**config.mk**
```make
export PLATFORM = sky130hd
export DESIGN_NAME = fixed_point_exp2_shift_add_unit
export DESIGN_NICKNAME = d
export VERILOG_FILES = /design/src/design/fxexp2_pkg.sv /design/src/design/fxexp2_ctrl.sv /design/src/design/fxexp2_dp.sv /design/src/design/fixed_point_exp2_shift_add_unit.sv
export SDC_FILE = /design/constraint.sdc
export NUM_CORES = 2
export LEC_CHECK = 0
export ABC_AREA = 1
export BUFFER_PORTS_ARGS = -buffer_cell sky130_fd_sc_hd__buf_2
export CORE_MARGIN = 8
export CORE_UTILIZATION = 55
export DETAILED_ROUTE_END_ITERATION = 7
export PLACE_DENSITY_LB_ADDON = 0.2
export SLEW_MARGIN = 20
export SYNTH_ARGS = -nofsm -noshare
export SYNTH_HDL_FRONTEND = slang
export SYNTH_HIERARCHICAL = 1
export SYNTH_SLANG_ARGS = --single-unit
```
**constraint.sdc**
```tcl
create_clock -name clk -period 17.2 [get_ports clk]
set_input_delay 3.44 -clock clk [delete_from_list [all_inputs] [get_ports clk]]
set_output_delay 3.44 -clock clk [all_outputs]
set_load 0.005 [all_outputs]
```
**src/design/fxexp2_pkg.sv**
```systemverilog
// shared constants, types and constant functions of the shift-add exp2 unit
package fxexp2_pkg;

	localparam int WIDTH_DEF     = 32;
	localparam int FRAC_BITS_DEF = 20;
	localparam int MAX_ITER_DEF  = 20;

	localparam int X_W        = 32;
	localparam int Y_W        = 32;
	localparam int KIND_W     = 2;
	localparam int ITER_CFG_W = 6;
	localparam logic [ITER_CFG_W-1:0] ITER_RESET = 6'd20;

	// log2(e) and log2(10) with 32 fraction bits
	localparam logic [63:0] LOG2E_Q32   = 64'h0000_0001_7154_7653;
	localparam logic [63:0] LOG2_10_Q32 = 64'h0000_0003_5269_E12F;
	localparam int LOG_BITS = 44;

	typedef enum logic [KIND_W-1:0] {
		KIND_EXP2  = 2'd0,
		KIND_EXP   = 2'd1,
		KIND_EXP10 = 2'd2,
		KIND_EXPM1 = 2'd3
	} kind_t;

	typedef struct packed {
		logic load;
		logic mul;
		logic split;
		logic step;
		logic finish;
	} dp_cmd_t;

	// log2(1 + 2^-idx) rounded to nearest at fb fraction bits, by repeated squaring
	function automatic logic [63:0] log2_entry(input int unsigned idx, input int unsigned fb);
		logic [63:0]  m;
		logic [63:0]  l;
		logic [127:0] p;
		if (idx == 0) begin
			return 64'd0;
		end
		m = (64'd1 << 62) + (64'd1 << (62 - idx));
		l = 64'd0;
		for (int k = 0; k < LOG_BITS; k++) begin
			p = {64'd0, m} * {64'd0, m};
			m = p[125:62];
			l = l << 1;
			if (m[63]) begin
				l[0] = 1'b1;
				m = m >> 1;
			end
		end
		return (l + (64'd1 << (LOG_BITS - 1 - fb))) >> (LOG_BITS - fb);
	endfunction

	// 32-fraction-bit constant rounded to nearest at fb fraction bits
	function automatic logic [63:0] const_round(input logic [63:0] c32, input int unsigned fb);
		return (c32 + (64'd1 << (31 - fb))) >> (32 - fb);
	endfunction

endpackage

```
**src/design/fxexp2_ctrl.sv**
```systemverilog
// sequencing state machine of the shift-add exp2 unit
module fxexp2_ctrl (
	input  logic                 clk,
	input  logic                 arst_n,
	input  logic                 start,
	input  logic                 core_done,
	output fxexp2_pkg::dp_cmd_t  cmd,
	output logic                 busy,
	output logic                 done
);

	typedef enum logic [2:0] {
		ST_IDLE,
		ST_MUL,
		ST_SPLIT,
		ST_CORE,
		ST_FINISH
	} state_t;

	state_t state_q;
	logic   busy_q;
	logic   done_q;

	always_comb begin
		cmd.load   = (state_q == ST_IDLE) && start;
		cmd.mul    = (state_q == ST_MUL);
		cmd.split  = (state_q == ST_SPLIT);
		cmd.step   = (state_q == ST_CORE) && !core_done;
		cmd.finish = (state_q == ST_FINISH);
	end

	always_ff @(posedge clk or negedge arst_n) begin
		if (!arst_n) begin
			state_q <= ST_IDLE;
			busy_q  <= 1'b0;
			done_q  <= 1'b0;
		end else begin
			done_q <= 1'b0;
			case (state_q)
				ST_IDLE: begin
					if (start) begin
						state_q <= ST_MUL;
						busy_q  <= 1'b1;
					end
				end
				ST_MUL: begin
					state_q <= ST_SPLIT;
				end
				ST_SPLIT: begin
					state_q <= ST_CORE;
				end
				ST_CORE: begin
					if (core_done) begin
						state_q <= ST_FINISH;
					end
				end
				ST_FINISH: begin
					state_q <= ST_IDLE;
					busy_q  <= 1'b0;
					done_q  <= 1'b1;
				end
				default: begin
					state_q <= ST_IDLE;
					busy_q  <= 1'b0;
				end
			endcase
		end
	end

	assign busy = busy_q;
	assign done = done_q;

endmodule

```
**src/design/fxexp2_dp.sv**
```systemverilog
// datapath of the shift-add exp2 unit: scaling multiply, split, shift-add core, output shift
module fxexp2_dp #(
	parameter int WIDTH     = fxexp2_pkg::WIDTH_DEF,
	parameter int FRAC_BITS = fxexp2_pkg::FRAC_BITS_DEF,
	parameter int MAX_ITER  = fxexp2_pkg::MAX_ITER_DEF
) (
	input  logic                                 clk,
	input  logic                                 arst_n,
	input  fxexp2_pkg::dp_cmd_t                  cmd,
	output logic                                 core_done,
	input  logic                                 cfg_we,
	input  logic [fxexp2_pkg::ITER_CFG_W-1:0]    cfg_data,
	input  logic [fxexp2_pkg::KIND_W-1:0]        kind,
	input  logic signed [fxexp2_pkg::X_W-1:0]    x,
	output logic signed [fxexp2_pkg::Y_W-1:0]    y
);

	localparam int CFG_W = fxexp2_pkg::ITER_CFG_W;
	localparam int XW    = fxexp2_pkg::X_W;
	localparam int YW    = fxexp2_pkg::Y_W;
	localparam int BW    = 66;
	localparam int XSW   = (WIDTH < XW) ? WIDTH : XW;
	localparam int CB    = FRAC_BITS + 2;
	localparam int PW    = XSW + CB + 1;
	localparam int EW    = (WIDTH > FRAC_BITS + 2) ? WIDTH : FRAC_BITS + 2;
	localparam int CW    = (WIDTH - 1 > FRAC_BITS) ? WIDTH - 1 : FRAC_BITS;
	localparam int IW    = $clog2(MAX_ITER + 1);
	localparam int TIW   = $clog2(MAX_ITER);
	localparam int TAB_N = 1 << TIW;
	localparam int SW    = $clog2(FRAC_BITS);
	localparam int OW    = (EW > YW) ? EW : YW;

	localparam logic signed [BW-1:0] SMAX = (66'sd1 <<< (WIDTH - 1)) - 66'sd1;
	localparam logic signed [BW-1:0] SMIN = -SMAX - 66'sd1;
	// below this the floor exponent is at or under minus FRAC_BITS
	localparam logic signed [BW-1:0] ZLIM =
		66'sd0 - ((66'sd1 <<< FRAC_BITS) * BW'(FRAC_BITS - 1));
	localparam logic [EW-1:0] MAXV = (EW'(1) << (WIDTH - 1)) - EW'(1);
	localparam logic [EW-1:0] ONE_E = EW'(1) << FRAC_BITS;
	localparam logic [OW-1:0] ONE_O = OW'(1) << FRAC_BITS;
	localparam logic [CFG_W-1:0] MAX_ITER_C = CFG_W'(MAX_ITER);

	localparam logic [63:0] C_E_FULL  =
		fxexp2_pkg::const_round(fxexp2_pkg::LOG2E_Q32, FRAC_BITS);
	localparam logic [63:0] C_10_FULL =
		fxexp2_pkg::const_round(fxexp2_pkg::LOG2_10_Q32, FRAC_BITS);
	localparam logic [CB-1:0] C_E  = C_E_FULL[CB-1:0];
	localparam logic [CB-1:0] C_10 = C_10_FULL[CB-1:0];

	// log2(1 + 2^-i) table, entry 0 and entries past MAX_ITER unused
	logic [FRAC_BITS-1:0] tab [TAB_N];

	for (genvar g = 0; g < TAB_N; g++) begin : g_tab
		localparam logic [63:0] ENT = (g < MAX_ITER) ?
			fxexp2_pkg::log2_entry(g, FRAC_BITS) : 64'd0;
		assign tab[g] = ENT[FRAC_BITS-1:0];
	end

	logic [CFG_W-1:0]            it_q;
	fxexp2_pkg::kind_t           kind_q;
	logic signed [XSW-1:0]       xs_q;
	logic [IW-1:0]               n_q;
	logic signed [PW-1:0]        prod_q;
	logic [CW-1:0]               r_q;
	logic [EW-1:0]               en_q;
	logic [IW-1:0]               i_q;
	logic                        sat_q;
	logic                        zero_q;
	logic [SW-1:0]               shift_q;
	logic [YW-1:0]               y_q;

	logic signed [BW-1:0]  x_w;
	logic signed [BW-1:0]  x_sat;
	logic [IW-1:0]         n_sel;
	logic [CB-1:0]         c_sel;
	logic signed [BW-1:0]  q_w;
	logic signed [BW-1:0]  q_sat;
	logic signed [BW-1:0]  t_w;
	logic signed [BW-1:0]  b_w;
	logic signed [BW-1:0]  negb_w;
	logic                  t_neg;
	logic                  t_zero;
	logic [CW-1:0]         r_init;
	logic [CW-1:0]         a_ext;
	logic                  take;
	logic [EW-1:0]         en_add;
	logic [OW-1:0]         y_full;

	// operand into the working range, iteration count clamped, scaling constant picked
	always_comb begin
		x_w   = BW'(x);
		x_sat = (x_w > SMAX) ? SMAX : ((x_w < SMIN) ? SMIN : x_w);
		n_sel = (it_q > MAX_ITER_C) ? MAX_ITER_C[IW-1:0] : it_q[IW-1:0];
		c_sel = (kind_q == fxexp2_pkg::KIND_EXP10) ? C_10 : C_E;
	end

	// floored scaled operand (exp2: raw operand), saturated, split into exponent and fraction
	always_comb begin
		q_w    = BW'(prod_q) >>> FRAC_BITS;
		q_sat  = (q_w > SMAX) ? SMAX : ((q_w < SMIN) ? SMIN : q_w);
		t_w    = (kind_q == fxexp2_pkg::KIND_EXP2) ? BW'(xs_q) : q_sat;
		t_neg  = t_w[BW-1];
		t_zero = (t_w < ZLIM);
		b_w    = t_w >>> FRAC_BITS;
		negb_w = -b_w;
		r_init = t_neg ? CW'(t_w[FRAC_BITS-1:0]) : t_w[CW-1:0];
	end

	// one shift-add step
	always_comb begin
		a_ext  = CW'(tab[i_q[TIW-1:0]]);
		take   = (a_ext != '0) && (a_ext <= r_q);
		en_add = en_q + (en_q >> i_q);
	end

	assign core_done = zero_q || sat_q || (i_q >= n_q);

	always_comb begin
		y_full = zero_q ? '0 : OW'(en_q >> shift_q);
		if (kind_q == fxexp2_pkg::KIND_EXPM1) begin
			y_full = y_full - ONE_O;
		end
	end

	always_ff @(posedge clk or negedge arst_n) begin
		if (!arst_n) begin
			it_q <= fxexp2_pkg::ITER_RESET;
		end else if (cfg_we) begin
			it_q <= cfg_data;
		end
	end

	always_ff @(posedge clk) begin
		if (cmd.load) begin
			kind_q <= fxexp2_pkg::kind_t'(kind);
			xs_q   <= x_sat[XSW-1:0];
			n_q    <= n_sel;
		end
		if (cmd.mul) begin
			prod_q <= xs_q * $signed({1'b0, c_sel});
		end
		if (cmd.split) begin
			zero_q  <= t_neg && t_zero;
			shift_q <= (t_neg && !t_zero) ? negb_w[SW-1:0] : '0;
			r_q     <= r_init;
			en_q    <= ONE_E;
			i_q     <= IW'(1);
			sat_q   <= 1'b0;
		end
		if (cmd.step) begin
			if (take) begin
				r_q <= r_q - a_ext;
				if (en_add >= MAXV) begin
					en_q  <= MAXV;
					sat_q <= 1'b1;
				end else begin
					en_q <= en_add;
				end
			end else begin
				i_q <= i_q + IW'(1);
			end
		end
		if (cmd.finish) begin
			y_q <= y_full[YW-1:0];
		end
	end

	assign y = y_q;

endmodule

```
**src/design/fixed_point_exp2_shift_add_unit.sv**
```systemverilog
// top level of the shift-add fixed-point exp2 / e^x / 10^x / e^x-1 unit
//
// a request is taken at a clock edge where start is high and busy is low; the
// result appears on y for exactly one cycle with done high and cannot be held
// off, so capture it when done is seen. busy stays high from the edge that
// takes the request until the edge that raises done, and a new request can be
// given in the cycle where done is high. the operand is loaded at the edge
// that takes the request; then the scaling multiply by log2(e) or log2(10)
// runs, the operand is split into exponent and fraction, the shift-add core
// runs, the estimate is shifted into y, and y is shown with done high.
// the core does one table step per cycle with its add/compare logic: each
// table entry (n - 1 entries, n being the iterations register clamped to
// MAX_ITER) is stepped again after each accepted addition and left after a
// rejected one, and the walk ends early when the estimate saturates; an
// operand that underflows to zero skips the walk. iterations is written
// through cfg_we / cfg_data and must only change while busy is low
module fixed_point_exp2_shift_add_unit #(
	parameter int WIDTH     = fxexp2_pkg::WIDTH_DEF,
	parameter int FRAC_BITS = fxexp2_pkg::FRAC_BITS_DEF,
	parameter int MAX_ITER  = fxexp2_pkg::MAX_ITER_DEF
) (
	input  logic                                 clk,
	input  logic                                 arst_n,
	// request side
	input  logic                                 start,
	output logic                                 busy,
	input  logic [fxexp2_pkg::KIND_W-1:0]        kind,
	input  logic signed [fxexp2_pkg::X_W-1:0]    x,
	// result side, one-cycle strobe
	output logic                                 done,
	output logic signed [fxexp2_pkg::Y_W-1:0]    y,
	// iteration count register
	input  logic                                 cfg_we,
	input  logic [fxexp2_pkg::ITER_CFG_W-1:0]    cfg_data
);

	fxexp2_pkg::dp_cmd_t cmd;
	logic                core_done;

	// sequencer: walks load, multiply, split, core steps and output
	fxexp2_ctrl u_ctrl (
		.clk       (clk),
		.arst_n    (arst_n),
		.start     (start),
		.core_done (core_done),
		.cmd       (cmd),
		.busy      (busy),
		.done      (done)
	);

	// arithmetic: scaling multiplier, table walk, shifters
	fxexp2_dp #(
		.WIDTH     (WIDTH),
		.FRAC_BITS (FRAC_BITS),
		.MAX_ITER  (MAX_ITER)
	) u_dp (
		.clk       (clk),
		.arst_n    (arst_n),
		.cmd       (cmd),
		.core_done (core_done),
		.cfg_we    (cfg_we),
		.cfg_data  (cfg_data),
		.kind      (kind),
		.x         (x),
		.y         (y)
	);

endmodule

```
# ---- Word level (Yosys, flattened, before mapping)
# Memories as Yosys holds them, arrays and structs flattened.
# Cells that the tools add are included.
dict set report classes {
  add_sub_neg 5
  mul 1
  order_cmp 10
  eq_ne 8
  shifts 2
  n_mux 30
  bitwise_logic 2
  reduce_logical 15
}
# operator count
set op_table {}
lappend op_table {{2-to-1 mux 32 bit} 7}
lappend op_table {{2-to-1 mux 66 bit} 3}
lappend op_table {{2-to-1 mux 31 bit} 4}
lappend op_table {{< comparator 66 x 26 -> 1 bit (second input constant)} 1}
lappend op_table {{right shift 32 x 5 -> 32 bit} 2}
lappend op_table {{multiplier 32 x 23 -> 55 bit} 1}
lappend op_table {{2-to-1 mux 20 bit} 2}
lappend op_table {{greater-than comparator 35 x 32 -> 1 bit (second input constant)} 1}
lappend op_table {{< comparator 35 x 32 -> 1 bit (second input constant)} 1}
lappend op_table {{adder 32 bit} 1}
lappend op_table {{>= comparator 32 x 31 -> 1 bit (second input constant)} 1}
lappend op_table {{greater-than comparator 32 bit (second input constant)} 1}
lappend op_table {{< comparator 32 bit (second input constant)} 1}
lappend op_table {{subtractor 32 x 21 -> 32 bit (second input constant)} 1}
lappend op_table {{less-or-equal comparator 20 x 31 -> 1 bit} 1}
lappend op_table {{subtractor 31 x 20 -> 31 bit} 1}
lappend op_table {{2-to-1 mux 22 bit} 1}
lappend op_table {{nonzero test 20 bit} 1}
lappend op_table {{2-to-1 mux 5 bit} 3}
lappend op_table {{one-hot mux 3 bit (4 select lines)} 1}
lappend op_table {{== test 3 x 2 -> 1 bit (second input constant)} 2}
lappend op_table {{>= comparator 6 bit (second input constant)} 1}
lappend op_table {{greater-than comparator 6 x 5 -> 1 bit (second input constant)} 1}
lappend op_table {{2-to-1 mux 1 bit} 6}
lappend op_table {{19 further kinds} 28}
dict set report totals {
  regBits 212
  romBits 640
  input_bits 44
  output_inout_bits 34
  word_cells 89
  n_memories 1
}
# name words width read_ports rd_clocked_by_memory_dff wr line
set mem_list {}
lappend mem_list {{(no name shown)} 32 20 1 0 0 fxexp2_dp.sv:111} ;# a_ext = CW'(tab[i_q[TIW-1:0]]);

# ---- Depth between registers and ports, before layout
dict set report depth {
  ltp_word 8
  ltp_mapped 37
  mapped_depth_nobuf 36
}

# ---- Modules after synthesis
# The synthesis kept the hierarchy.
# module n_inst cells_per_inst area_per_inst_um2 seq_area_each_um2
set modules_own_cells {}
lappend modules_own_cells {fxexp2_dp 1 4485 34232.8 4897.2}
lappend modules_own_cells {fxexp2_ctrl 1 28 237.7 125.1}

# ---- Worst setup path after synthesis
# OpenSTA, ideal clock, no wires.
dict set report synth_timing {
  path_type {register to register}
  start {reg u_dp.xs_q[31]}
  end {reg u_dp.prod_q[50] (data pin)}
  setup_time_ns 0.259
  t_arrival_ns 7.634
  required_ns 16.941
  slack_ns 9.307
  stages_incl_launch_ff 26
  path_buffers 1
  period_less_slack_ns 7.893
  cell_sequence {edfxtp_1 clkbuf_1 inv_1 nor2_1 inv_1 ha_1 fa_1 inv_1 fa_1 inv_1 fa_1 fa_1 fa_1 inv_1 fa_1 inv_1 ha_1 nand2_1 nor2_1 inv_1 nor4_1 nand4_1 nand3_1 nand3_1 nand2_1 xor2_1}
}
dict set report synth_via {
  elab_chain_len 1
}
# element line
set synth_rtl {}
lappend synth_rtl {{start: declaration} fxexp2_dp.sv:61} ;# logic signed [XSW-1:0] xs_q;
lappend synth_rtl {{start signal: assignment} fxexp2_dp.sv:136} ;# xs_q <= x_sat[XSW-1:0];
lappend synth_rtl {{multiplier 32 x 23 -> 55 bit} fxexp2_dp.sv:140} ;# prod_q <= xs_q * $signed({1'b0, c_sel});
lappend synth_rtl {{end signal: assignment} fxexp2_dp.sv:140}
lappend synth_rtl {{end: declaration} fxexp2_dp.sv:63} ;# logic signed [PW-1:0] prod_q;
# Every way passes these cells.
# A chain may end at the register's enable or synchronous reset.

# ---- Final worst setup path
# Same ends and word-level chain as after synthesis.

==> impl_metrics.py <==
metrics = {
    "synthesis": {
        "synth_common_cells": "inv_1 (1070), nand2_1 (902), fa_1 (491)",
        "syn_area_per_cell_um2": 7.64,
        "synth.distinct_cells": 65,
        "synth-edff-count": 112,
        "synth_async_sr_flop_share": 0.0573,
        "synth.most_common_cell": "inv_1",
        "netlist_area_um2": 34500,
        "ys_seq_elements": 192,
        "ys.flop_type": "edfxtp_1",
        "yosys.area.top_type": "fa_1",
        "synth_cells": 4513,
        "synth_top_area_share": 0.285,
        "ys_top_cells_by_area": "fa_1 (29%), inv_1 (12%), ha_1 (11%)",
        "ys_seq_area_frac": 0.146,
        "yosysWarningCount": 6,
    },
    "timing": {
        "whs_ns": 0.462,
        "setup_violations": 0,
        "maxSlewHeadroom": 0.346,
        "final-hold-violation-count": 0,
        "slew_viol_final": 0,
        "worst_slew_pin_slew_ns": 0.979,
        "final.period_utilization": 0.506,
        "max_freq_ghz": 0.115,
        "fin_crit_ns": 8.71,
        "rsz0062_at_grt": "no",
        "setup_tns_ns": 0,
        "fin_skew_ns": 0.0222,
    },
    "setup_path": {
        "cp_slowest_cell": "edfxtp_1",
        "start_kind": "flop",
        "worstPathRequired_ns": 17.45,
        "cp_max_fo": 18,
        "critPathMaxStageDelay_ns": 0.96,
        "r2r_slack_ns": 8.49,
        "critPathArrivalTime_ns": 8.96,
        "crit_top_cell": "inv_1",
        "path_class": "reg2reg",
        "worst_setup_path_end_kind": "flop",
    },
    "grt": {
        "grt_pass1_wl_um": 164000,
        "grt_antenna_before_repair": 0,
        "grtUsageMet1": 0.401,
        "grt_usage": 0.300,
        "grt_util_met3": 0.0443,
        "top_usage_layer": "met2",
        "grtUsageMet2": 0.489,
        "grt_overflow": 0,
        "grt_max_degree": 70,
        "first_global_vias": 28900,
    },
    "detailed_routing": {
        "firstDrtPassIters": 6,
        "wl_per_cell_um": 19.2,
        "drt_iter0_drc": 2636,
        "antenna_left": 0,
        "totalWireLength_um": 104000,
        "drcViolationCount": 0,
        "via_per_inst": 5.38,
        "num_vias": 29200,
    },
    "die": {
        "ioPinCount": 78,
        "initial_core_util": 0.558,
        "die_area_um2": 70900,
        "fp.dieW_um": 266,
        "coreArea_um2": 61800,
        "rows": 91,
        "die_y_um": 266,
    },
    "final_layout": {
        "syn_to_final_growth_pct": 5.37,
        "final_cells": 5418,
        "nets": 5400,
        "final_layout_size_suffix_gt1_frac": 0.0544,
    },
    "clock_network": {
        "clk_latency_ns": 0.51,
        "htreeDepth": 4,
        "root_buffer": "clkbuf_16",
        "numCtsBuffers": 17,
        "clk_pin_slew_worst_paths_ns": 0.09,
        "cts_tree": "built",
        "cts_resized": 0,
        "cts_buffer_depth": 2,
        "postCtsHoldBufs": 0,
        "post-cts-setup-buffer-count": 0,
        "cts_sinks": 192,
    },
    "placement": {
        "dp_hpwl_um": 88200,
        "portBuffers": 77,
        "gp_congestion": 1.02,
        "post-place-cells": 5385,
    },
    "worst_hold_path": {
        "hp-class": "reg2reg",
    },
    "job": {
        "cap_violations": 0,
    },
    "run_status": {
        "status": "finished clean",
    },
}
cell usage in the layout (no fill, tap or decap), drive strengths merged, types with 7 or more instances in the layout:
| cell | count |
|---|---|
| clkinv | 7 |
| nor4 | 7 |
| nor3 | 30 |
| a21oi | 158 |
| fa | 491 |
| o21bai | 13 |
| nand3b | 17 |
| mux2i | 37 |
| inv | 1093 |
| o32ai | 7 |
| edfxtp | 112 |
| o211ai | 17 |
| dfxtp | 69 |
| dfrtp | 9 |
| nand2 | 911 |
| o21ai | 247 |
| a21o | 16 |
| a22oi | 11 |
| clkbuf | 18 |
| or2 | 50 |
| o22ai | 13 |
| xor2 | 58 |
| nor2 | 410 |
| conb | 68 |
| xnor2 | 35 |
| nand3 | 146 |
| o21a | 12 |
| o31ai | 16 |
| a31oi | 31 |
| buf | 104 |
| a211oi | 14 |
| ha | 298 |
| nand4 | 30 |
per-stage QoR:
stage                     area, um2  utilization  setup slack (ns)
after floorplan               34700            -              9.31
after global placement        35700        0.578              8.67
after detailed placement      35700        0.578              8.64
after CTS                     36300        0.587              8.60
after global routing          36300        0.587              8.17
final                         36300        0.587              8.49
path summary, 6_finish.rpt:
path | cells past startpoint | startpoint | endpoint
worst max register to register | 25 | u_dp/xs_q[31]$_SDFFCE_PN0P_ | u_dp/prod_q[50]$_DFFE_PP_
worst min-delay path | 2 | u_dp/sat_q$_DFF_P_ | u_dp/sat_q$_DFF_P_
worst min register to register | 2 | u_dp/sat_q$_DFF_P_ | u_dp/sat_q$_DFF_P_
max in group asynchronous | 1 | arst_n | u_dp/it_q[2]$_DFFE_PN1P_
worst max-delay path | 25 | u_dp/xs_q[31]$_SDFFCE_PN0P_ | u_dp/prod_q[50]$_DFFE_PP_
min in group asynchronous | 1 | arst_n | u_ctrl/state_q[1]$_DFFE_PN0P_
kinds of logic after synthesis:
| family | synth area share |
|---|---|
| muxes | 0.0107 |
| other | 0.000218 |
| DFF | 0.146 |
| xor gates and xnor gates | 0.0236 |
| and+or+nand+nor | 0.193 |
| AOI/OAI and AO/OA | 0.0958 |
| adders and majority gates | 0.393 |
| buffers and inverters | 0.137 |
layer usage:
metal | vias to the layer above | part of all wire
met5 | - | 0
met4 | 0 | 0.045
met3 | 220 | 0.074
met2 | 1177 | 0.46
met1 | 13900 | 0.42
li1 | 13900 | -
flip-flops by register name, summed over array words and instances (netlist names), 6 cells and up:
name         cells
u_dp/prod_q     35
u_dp/en_q       32
u_dp/xs_q       32
u_dp/y          32
u_dp/r_q        31
u_dp/it_q        6
worst max-delay path: cells and delay by family (launching register included):
family / cells / cell delay (ns)
adder cells (fa/ha/maj): 8 / 4.12
XOR/XNOR: 1 / 0.06
buffers and inverters: 8 / 1.36
AND/OR/NAND/NOR: 8 / 1.91
flip-flops: 1 / 0.96
area by class of cell:
| class | count | area, um2 |
|---|---|---|
| fillers | 5848 | 25500 |
| multi-input cells | 3165 | 25000 |
| clock buffers | 18 | 433 |
| diodes | 1 | 2.50 |
| well taps | 837 | 1050 |
| clock inverters | 14 | 141 |
| inverters | 1087 | 4090 |
| flip-flops and latches | 192 | 5020 |
| repair buffers | 104 | 588 |
Power is left out: the tool's default activity adds up to more than one toggle a clock period on the data nets, which glitch-free logic cannot reach.
